`config.mk`:
```
export PLATFORM = sky130hd
export DESIGN_NAME = thermocouple_frame_median_filter
export DESIGN_NICKNAME = d
export VERILOG_FILES = /design/src/design/tfmf_pkg.sv /design/src/design/tfmf_ctrl.sv /design/src/design/tfmf_datapath.sv /design/src/design/thermocouple_frame_median_filter.sv
export SDC_FILE = /design/constraint.sdc
export NUM_CORES = 1
export LEC_CHECK = 0
export BUFFER_PORTS_ARGS = -buffer_cell sky130_fd_sc_hd__buf_2
export CAP_MARGIN = 20
export CORE_MARGIN = 2
export CORE_UTILIZATION = 55
export CTS_BUF_LIST = sky130_fd_sc_hd__clkbuf_8 sky130_fd_sc_hd__clkbuf_16
export DETAILED_ROUTE_END_ITERATION = 16
export PLACE_DENSITY = 0.69
export SLEW_MARGIN = 30
export SYNTH_ARGS = -nofsm -noshare
export SYNTH_HDL_FRONTEND = slang
export SYNTH_SLANG_ARGS = --single-unit
```
`constraint.sdc`:
```
create_clock -name clk_i -period 10.71 [get_ports clk_i]
set_clock_uncertainty 0.2 [all_clocks]
set_input_delay 0.5355 -clock clk_i [delete_from_list [all_inputs] [get_ports clk_i]]
set_output_delay 0.5355 -clock clk_i [all_outputs]
set_load 0.05 [all_outputs]
```
`src/design/tfmf_pkg.sv`:
```
// Shared constants and controller/datapath interface types for the
// thermocouple frame median filter. No dependencies.
package tfmf_pkg;

  localparam int unsigned SAMPLES = 21;
  localparam int unsigned IDX_W   = $clog2(SAMPLES);
  localparam int unsigned CNT_W   = $clog2(SAMPLES + 1);
  localparam int unsigned MID     = (SAMPLES - 1) / 2;

  localparam int unsigned FRAME_W = 32;
  localparam int unsigned TC_W    = 14;
  localparam int unsigned INT_W   = 12;
  localparam int unsigned FAULT_W = 3;
  localparam int unsigned ERR_W   = 16;

  localparam logic [ERR_W-1:0]   ERR_LIMIT_RESET = 16'd20000;
  localparam logic [ERR_W-1:0]   ERR_MAX         = 16'hFFFF;
  localparam logic [FAULT_W-1:0] FAULT_OPEN      = 3'd1;

  // Commands from the controller to the datapath
  typedef struct packed {
    logic capture;
    logic err_inc;
    logic restart;
    logic start_ins;
    logic shift;
    logic place;
    logic med_rd;
    logic take_median;
    logic load_out;
  } cmd_t;

  // Status from the datapath to the controller
  typedef struct packed {
    logic fault;
    logic limit_hit;
    logic shift_go;
    logic full;
    logic out_free;
  } sts_t;

endpackage

```
`src/design/tfmf_ctrl.sv`:
```
// Controller for the thermocouple frame median filter: sequences decode,
// insertion sort, median read and result hand-off. Uses tfmf_pkg.
module tfmf_ctrl (
  input  logic          clk_i,
  input  logic          rst_ni,
  input  logic          in_valid_i,
  output logic          in_ready_o,
  input  tfmf_pkg::sts_t sts_i,
  output tfmf_pkg::cmd_t cmd_o
);

  localparam logic [2:0] ST_IDLE   = 3'd0;
  localparam logic [2:0] ST_DECIDE = 3'd1;
  localparam logic [2:0] ST_SHIFT  = 3'd2;
  localparam logic [2:0] ST_CHECK  = 3'd3;
  localparam logic [2:0] ST_MEDRD  = 3'd4;
  localparam logic [2:0] ST_DONE   = 3'd5;

  logic [2:0] state_q, state_d;

  assign in_ready_o = (state_q == ST_IDLE);

  always_comb begin
    state_d = state_q;
    cmd_o   = '0;
    unique case (state_q)
      ST_IDLE: begin
        if (in_valid_i) begin
          cmd_o.capture = 1'b1;
          state_d       = ST_DECIDE;
        end
      end
      ST_DECIDE: begin
        if (sts_i.fault) begin
          cmd_o.err_inc = 1'b1;
          state_d       = ST_DONE;
        end else if (sts_i.limit_hit) begin
          cmd_o.restart = 1'b1;
          state_d       = ST_DONE;
        end else begin
          cmd_o.start_ins = 1'b1;
          state_d         = ST_SHIFT;
        end
      end
      ST_SHIFT: begin
        // move larger entries up one slot until the new sample fits
        if (sts_i.shift_go) begin
          cmd_o.shift = 1'b1;
        end else begin
          cmd_o.place = 1'b1;
          state_d     = ST_CHECK;
        end
      end
      ST_CHECK: begin
        if (sts_i.full) begin
          cmd_o.med_rd = 1'b1;
          state_d      = ST_MEDRD;
        end else begin
          state_d = ST_DONE;
        end
      end
      ST_MEDRD: begin
        cmd_o.take_median = 1'b1;
        state_d           = ST_DONE;
      end
      ST_DONE: begin
        if (sts_i.out_free) begin
          cmd_o.load_out = 1'b1;
          state_d        = ST_IDLE;
        end
      end
      default: begin
        state_d = ST_IDLE;
      end
    endcase
  end

  always_ff @(posedge clk_i or negedge rst_ni) begin
    if (!rst_ni) begin
      state_q <= ST_IDLE;
    end else begin
      state_q <= state_d;
    end
  end

endmodule

```
`src/design/tfmf_datapath.sv`:
```
// Datapath for the thermocouple frame median filter: field decode, counters,
// sorted sample memory and output register. Uses tfmf_pkg.
module tfmf_datapath (
  input  logic                                 clk_i,
  input  logic                                 rst_ni,
  input  logic [tfmf_pkg::FRAME_W-1:0]         frame_i,
  input  logic                                 cfg_valid_i,
  input  logic [tfmf_pkg::ERR_W-1:0]           cfg_error_limit_i,
  input  logic                                 out_ready_i,
  output logic                                 out_valid_o,
  output logic signed [tfmf_pkg::TC_W-1:0]     median_temp_o,
  output logic                                 median_valid_o,
  output logic signed [tfmf_pkg::INT_W-1:0]    internal_temp_o,
  output logic [tfmf_pkg::FAULT_W-1:0]         fault_code_o,
  output logic                                 led_on_o,
  output logic                                 restarted_o,
  input  tfmf_pkg::cmd_t                       cmd_i,
  output tfmf_pkg::sts_t                       sts_o
);

  logic [tfmf_pkg::ERR_W-1:0]          err_limit_q;
  logic [tfmf_pkg::ERR_W-1:0]          err_cnt_q;
  logic [tfmf_pkg::CNT_W-1:0]          cnt_q;
  logic [tfmf_pkg::IDX_W-1:0]          k_q;

  logic signed [tfmf_pkg::TC_W-1:0]    tc_q;
  logic signed [tfmf_pkg::INT_W-1:0]   int_q;
  logic [tfmf_pkg::FAULT_W-1:0]        fault_q;
  logic signed [tfmf_pkg::TC_W-1:0]    median_q;
  logic                                valid_q;
  logic                                restarted_q;

  logic signed [tfmf_pkg::TC_W-1:0]    mem [tfmf_pkg::SAMPLES];
  logic signed [tfmf_pkg::TC_W-1:0]    rd_data_q;
  logic [tfmf_pkg::IDX_W-1:0]          rd_addr;
  logic                                rd_en;
  logic [tfmf_pkg::IDX_W-1:0]          wr_addr;
  logic signed [tfmf_pkg::TC_W-1:0]    wr_data;
  logic                                wr_en;

  logic                                out_valid_q;

  // read port: previous slot at start, the slot below next during shifts, the median slot on med_rd
  always_comb begin
    rd_en   = 1'b0;
    rd_addr = '0;
    if (cmd_i.start_ins) begin
      rd_en   = 1'b1;
      rd_addr = tfmf_pkg::IDX_W'(cnt_q - tfmf_pkg::CNT_W'(1));
    end else if (cmd_i.shift) begin
      rd_en   = 1'b1;
      rd_addr = k_q - tfmf_pkg::IDX_W'(2);
    end else if (cmd_i.med_rd) begin
      rd_en   = 1'b1;
      rd_addr = tfmf_pkg::IDX_W'(tfmf_pkg::MID);
    end
  end

  assign wr_en   = cmd_i.shift | cmd_i.place;
  assign wr_addr = k_q;
  assign wr_data = cmd_i.shift ? rd_data_q : tc_q;

  always_ff @(posedge clk_i) begin
    if (wr_en) begin
      mem[wr_addr] <= wr_data;
    end
    if (rd_en) begin
      rd_data_q <= mem[rd_addr];
    end
  end

  assign sts_o.fault     = (fault_q != '0);
  assign sts_o.limit_hit = (err_cnt_q >= err_limit_q);
  assign sts_o.shift_go  = (k_q != '0) && (rd_data_q > tc_q);
  assign sts_o.full      = (cnt_q == tfmf_pkg::CNT_W'(tfmf_pkg::SAMPLES));
  assign sts_o.out_free  = !out_valid_q || out_ready_i;

  // frame fields and per-item result flags
  always_ff @(posedge clk_i) begin
    if (cmd_i.capture) begin
      tc_q        <= frame_i[31:18];
      int_q       <= frame_i[15:4];
      fault_q     <= frame_i[2:0];
      median_q    <= '0;
      valid_q     <= 1'b0;
      restarted_q <= 1'b0;
    end else begin
      if (cmd_i.restart) begin
        restarted_q <= 1'b1;
      end
      if (cmd_i.take_median) begin
        median_q <= rd_data_q;
        valid_q  <= 1'b1;
      end
    end
  end

  always_ff @(posedge clk_i) begin
    if (cmd_i.start_ins) begin
      k_q <= tfmf_pkg::IDX_W'(cnt_q);
    end else if (cmd_i.shift) begin
      k_q <= k_q - tfmf_pkg::IDX_W'(1);
    end
  end

  always_ff @(posedge clk_i or negedge rst_ni) begin
    if (!rst_ni) begin
      err_limit_q <= tfmf_pkg::ERR_LIMIT_RESET;
      err_cnt_q   <= '0;
      cnt_q       <= '0;
    end else begin
      if (cfg_valid_i) begin
        err_limit_q <= cfg_error_limit_i;
      end
      if (cmd_i.err_inc && (err_cnt_q != tfmf_pkg::ERR_MAX)) begin
        err_cnt_q <= err_cnt_q + tfmf_pkg::ERR_W'(1);
      end
      if (cmd_i.place) begin
        cnt_q <= cnt_q + tfmf_pkg::CNT_W'(1);
      end
      // drop the collection and clear the error count on restart or after a median
      if (cmd_i.restart || cmd_i.take_median) begin
        cnt_q     <= '0;
        err_cnt_q <= '0;
      end
    end
  end

  always_ff @(posedge clk_i or negedge rst_ni) begin
    if (!rst_ni) begin
      out_valid_q <= 1'b0;
    end else if (cmd_i.load_out) begin
      out_valid_q <= 1'b1;
    end else if (out_ready_i) begin
      out_valid_q <= 1'b0;
    end
  end

  always_ff @(posedge clk_i) begin
    if (cmd_i.load_out) begin
      median_temp_o   <= median_q;
      median_valid_o  <= valid_q;
      internal_temp_o <= int_q;
      fault_code_o    <= fault_q;
      led_on_o        <= (fault_q == tfmf_pkg::FAULT_OPEN);
      restarted_o     <= restarted_q;
    end
  end

  assign out_valid_o = out_valid_q;

endmodule

```
`src/design/thermocouple_frame_median_filter.sv`:
```
// Top level of the thermocouple frame median filter: joins the controller
// and the datapath. Uses tfmf_pkg, tfmf_ctrl and tfmf_datapath.
//
//   channel  direction  handshake                 payload
//   cfg      in         cfg_valid_i / cfg_ready_o cfg_error_limit_i
//   in       in         in_valid_i / in_ready_o   frame_i
//   out      out        out_valid_o / out_ready_i median_temp_o .. restarted_o
//
// A faulty or restarting frame goes from accept through the decide and done
// states to the result register; a good frame also passes the shift state,
// where the insertion sort moves up to SAMPLES-1 stored samples, the check
// state and, when it completes a collection, the median read state.
// One item is in work at a time. Reset clears the counters and sets the
// error limit to 20000; the sample memory needs no clearing. A stalled output
// holds the finished item and keeps the next one from leaving the work stage.
module thermocouple_frame_median_filter (
  input  logic                                 clk_i,
  input  logic                                 rst_ni,
  input  logic                                 cfg_valid_i,
  output logic                                 cfg_ready_o,
  input  logic [tfmf_pkg::ERR_W-1:0]           cfg_error_limit_i,
  input  logic                                 in_valid_i,
  output logic                                 in_ready_o,
  input  logic [tfmf_pkg::FRAME_W-1:0]         frame_i,
  output logic                                 out_valid_o,
  input  logic                                 out_ready_i,
  output logic signed [tfmf_pkg::TC_W-1:0]     median_temp_o,
  output logic                                 median_valid_o,
  output logic signed [tfmf_pkg::INT_W-1:0]    internal_temp_o,
  output logic [tfmf_pkg::FAULT_W-1:0]         fault_code_o,
  output logic                                 led_on_o,
  output logic                                 restarted_o
);

  tfmf_pkg::cmd_t cmd;
  tfmf_pkg::sts_t sts;

  assign cfg_ready_o = 1'b1;

  tfmf_ctrl u_ctrl (
    .clk_i      (clk_i),
    .rst_ni     (rst_ni),
    .in_valid_i (in_valid_i),
    .in_ready_o (in_ready_o),
    .sts_i      (sts),
    .cmd_o      (cmd)
  );

  tfmf_datapath u_datapath (
    .clk_i             (clk_i),
    .rst_ni            (rst_ni),
    .frame_i           (frame_i),
    .cfg_valid_i       (cfg_valid_i),
    .cfg_error_limit_i (cfg_error_limit_i),
    .out_ready_i       (out_ready_i),
    .out_valid_o       (out_valid_o),
    .median_temp_o     (median_temp_o),
    .median_valid_o    (median_valid_o),
    .internal_temp_o   (internal_temp_o),
    .fault_code_o      (fault_code_o),
    .led_on_o          (led_on_o),
    .restarted_o       (restarted_o),
    .cmd_i             (cmd),
    .sts_o             (sts)
  );

endmodule
```
==> impl_metrics.yaml <==
detailed_routing:
  routed_wirelength_mm: 40.9
  num_vias: 11200
  drtPass1Iterations: 5
  drt-wirelength-per-cell_um: 21.3
  detail-route-antenna-nets: 0
  remaining_drc_errors: 0
  via_per_inst: 5.81
  drt-initial-drc-count: 989
worst_setup_path:
  critical-path-max-stage-delay_ns: 0.85
  cp_endpoint_kind: "flip-flop"
  critical_path.endpoint: "u_datapath.rd_data_q[1]$_DFFE_PP_"
  r2r_endpoint: "u_datapath.rd_data_q[1]$_DFFE_PP_"
  worstPathCellList: "ha_1 > nand4_2 > nor2_1 > a41oi_2 > a21oi_2 > o32a_2 > buf_4 > nand3_1 > a21o_1 > a41oi_1"
  crit_family: "compound AO/OA/AOI/OAI gates"
  stages_on_worst_setup_path: 10
  worstPathArrival_ns: 5.12
  crit_buf_inv: 1
  crit_start: "u_datapath.rd_data_q[13]$_DFFE_PP_"
  timing.reg2reg.setup_slack_ns: 5.72
  r2r-start: "u_datapath.rd_data_q[13]$_DFFE_PP_"
  cp_data_required_time_ns: 10.84
  worst-setup-path-type: "reg -> reg"
  critical_path.slowest_cell: "sky130_fd_sc_hd__nand3_1"
  crit_path_start_kind: "flip-flop"
  path_depth_of_the_worst_reg2reg_path: 10
  critPathMaxFanout: 71
yosys:
  synth_simple_gate_area_share_pct: 11.0
  ys_top_cells_by_area: "sky130_fd_sc_hd__edfxtp_1, sky130_fd_sc_hd__nand2_1, sky130_fd_sc_hd__dfrtp_1, sky130_fd_sc_hd__ha_1, sky130_fd_sc_hd__mux2i_1"
  yosys.area.top_type_share_pct: 62.4
  syn-mean-instance-area_sq_um: 13.5
  mappedNetlistArea_sq_um: 18000
  ys_top_cells_by_count: "sky130_fd_sc_hd__edfxtp_1, sky130_fd_sc_hd__nand2_1, sky130_fd_sc_hd__nand3_1"
  mux_contribution_to_synthesized_area_pct: 3.27
  postSynth.topFlopCell: "sky130_fd_sc_hd__edfxtp_1"
  yosys.area_share.adder_pct: 2.78
  synth_compound_gate_area_share_pct: 8.90
  synth.largest_area_cell: "sky130_fd_sc_hd__edfxtp_1"
  synth_edf_count: 374
  yosysSeqAreaShare_pct: 69.9
  count_of_synthesis_stage_warnings_from_yosys: 0
  ys_types: 70
  synth_register_bits: 431
  postSynthNetCount: 1426
  synth_top_family_by_area: "simple AND/OR/NAND/NOR gates"
  async_reset_ff_share_pct: 9.51
  most_repeated_cell_in_the_gate_level_netlist_after_synthesis: "sky130_fd_sc_hd__edfxtp_1"
  syn-instance-count: 1333
  yosys.area_share.xor_xnor_pct: 1.12
finish:
  finish.instance_area_sq_um: 20600
  design.final.nets: 1537
  insertedDiodeCount: 0
  multi_input_comb_area_sq_um: 4960
  layout-area-overhead-vs-synth_pct: 14.2
  layout.core_utilization_pct: 63.5
  final-seq-area_sq_um: 12600
  final_layout_size_suffix_gt1_share_pct: 15.2
  instances_no_fill: 1919
  layout.filler_cells: 2366
power_and_ir_drop:
  power.sequential.fraction_pct: 48.4
  total_power_w: 0.00429
  sw_power_w: 0.00122
  power.internal_w: 0.00307
  irDropWorstVdd_mv: 0.143
  p_comb_share_pct: 17.5
  clock_power_share_pct: 34.1
  power.leakage_nw: 7.51
  power-per-cell-area_nw_per_um2: 209
  switching_part_of_the_total_power_pct: 28.5
clock_network:
  cts-resized-gates: 0
  cts.root.buffer_cell: "sky130_fd_sc_hd__clkbuf_16"
  tritoncts.num_buffers: 43
  clock_insertion_delay_worst_skew_ns: 0.54
  post_cts_buffers: 0
  htree_levels: 2
  cts_tree: "done"
  clkSinkCount: 431
  hold_buffers: 31
  clockBufferDepth: 3
  clkSlewWorstSetupHoldPaths_ns: 0.06
floorplanning:
  design.portCount: 88
  core_area_sq_um: 32400
  horizontal_die_dimension_um: 185
  initial_core_util_pct: 55.6
  rows: 66
  die_area_sq_um: 34200
  die-height_um: 185
worst_hold_path:
  worst_hold_path.num_cells: 3
  hold_start: "cfg_error_limit_i[10]"
  type_of_the_tightest_min_delay_check: "in -> reg"
placed_design:
  numPortBuffers: 83
  placed_cells: 1809
  placed_cell_area_sq_um: 18800
  placed_wire_length_estimate_mm: 24.1
  place_congestion: 0.860
global_routing:
  first_global_vias: 10900
  globalRouteOverflowTotal: 0
  grt_antenna_before_repair: 0
  grtUsageMet2_pct: 39.7
  gr-usage-met3_pct: 4.50
  grt.total_usage_pct: 24.0
  grt_pass1_wl_mm: 61.9
  largest_net_degree_at_the_start_of_global_routing: 72
  grt_most_used_layer: "met2"
  met1_usage_pct: 32.7
sta:
  fin_crit_ns: 4.99
  final-setup-viol-count: 0
  grt_setup_unrepaired: "no"
  timing.final.max_slew_violations: 0
  finalCritPeriodShare_pct: 46.6
  timing.slew.headroom_pct: 33.2
  final.setup.tns_ns: 0
  fmax_mhz: 200
  worst_pin_slew_ns: 1.00
  final-hold-violation-count: 0
run:
  max_cap_viol_count: 0
outcome:
  outcome: "completed"
[cells by family after synthesis]
logic type | count (synthesis)
AND/OR/NAND/NOR | 457
flip-flops | 431
AO/OA/AOI/OAI | 204
buffers and inverters | 120
multiplexers | 57
adder cells (fa/ha/maj) | 40
XOR/XNOR | 23
other | 1
[sequential cells by signal, indices dropped and copies added (netlist names), 12 cells and up]
name	cells
u_datapath.mem	294
u_datapath.int_q	12
u_datapath.tc_q	14
u_datapath.median_temp_o	14
u_datapath.internal_temp_o	12
u_datapath.err_cnt_q	16
u_datapath.err_limit_q	16
u_datapath.rd_data_q	14
u_datapath.median_q	14
[worst min-delay path by stage]
stage / endpoint / slack (ns)
5_1_grt: u_datapath.err_limit_q[1]$_DFFE_PN0P_ / 0.01
4_1_cts: u_datapath.err_limit_q[6]$_DFFE_PN0P_ / 0.003
3_5_place_dp: u_datapath.internal_temp_o[7]$_DFFE_PP_ / 0.21
3_3_place_gp: u_datapath.internal_temp_o[7]$_DFFE_PP_ / 0.20
6_report: u_datapath.err_limit_q[10]$_DFFE_PN1P_ / 0.008
2_1_floorplan: u_ctrl.state_q[0]$_DFFE_PN0P_ / 0.04
[cells in the final DEF, fill, tap and decap left out, types with 14 or more instances in the layout]
cell type / n
sky130_fd_sc_hd__nand4_1: 14
sky130_fd_sc_hd__inv_1: 62
sky130_fd_sc_hd__clkbuf_16: 45
sky130_fd_sc_hd__dfxtp_1: 16
sky130_fd_sc_hd__xor2_1: 16
sky130_fd_sc_hd__mux2_2: 14
sky130_fd_sc_hd__buf_4: 21
sky130_fd_sc_hd__edfxtp_1: 374
sky130_fd_sc_hd__dfrtp_1: 36
sky130_fd_sc_hd__buf_2: 82
sky130_fd_sc_hd__nand3_1: 69
sky130_fd_sc_hd__o21ai_0: 33
sky130_fd_sc_hd__a32oi_1: 26
sky130_fd_sc_hd__nand2_1: 269
sky130_fd_sc_hd__o22a_1: 14
sky130_fd_sc_hd__nor2_1: 46
sky130_fd_sc_hd__mux2i_1: 43
sky130_fd_sc_hd__a21oi_1: 43
sky130_fd_sc_hd__ha_1: 40
sky130_fd_sc_hd__dlygate4sd3_1: 31
sky130_fd_sc_hd__a41oi_1: 16
[tightest hold or removal path: cells and delay by family]
family          cells  cell delay [ns]
simple gates        1             0.04
compound gates      1             0.06
buf+inv             1             0.08
[layer usage]
layer	part of all wire, %	wire [um]	vias to the layer above
met5	0	0	-
met4	2.3	957	0
met3	8.6	3530	65
met2	47	19300	479
met1	42	17100	5450
li1	-	-	5156
[stage by stage]
step                      hold WS [ns]  worst slack, ns
final                          0.00804             5.72
after global routing            0.0147             5.54
after CTS                      0.00297             5.79
after detailed placement         0.205             5.76
after global placement           0.204             5.77
after floorplan                 0.0399             6.95
[power by group through the flow]
stage / combinational (W) / sequential, W / clock [W]
2_1_floorplan: 0.000422 / 0.00221 / 0
3_3_place_gp: 0.000718 / 0.00211 / 0
3_5_place_dp: 0.000736 / 0.00211 / 0
4_1_cts: 0.000748 / 0.00208 / 0.00148
5_1_grt: 0.000815 / 0.00209 / 0.00155
6_report: 0.000751 / 0.00208 / 0.00147
[final cells by class]
class,instances,area share [%]
Tap cell,442,2.69
Multi-Input combinational cell,782,24.1
Clock buffer,48,5.68
Sequential cell,431,61.2
Timing Repair Buffer,135,4.33
Clock inverter,30,1.05
Inverter,51,0.931
Note: power is estimated with default switching activity, not from simulation.
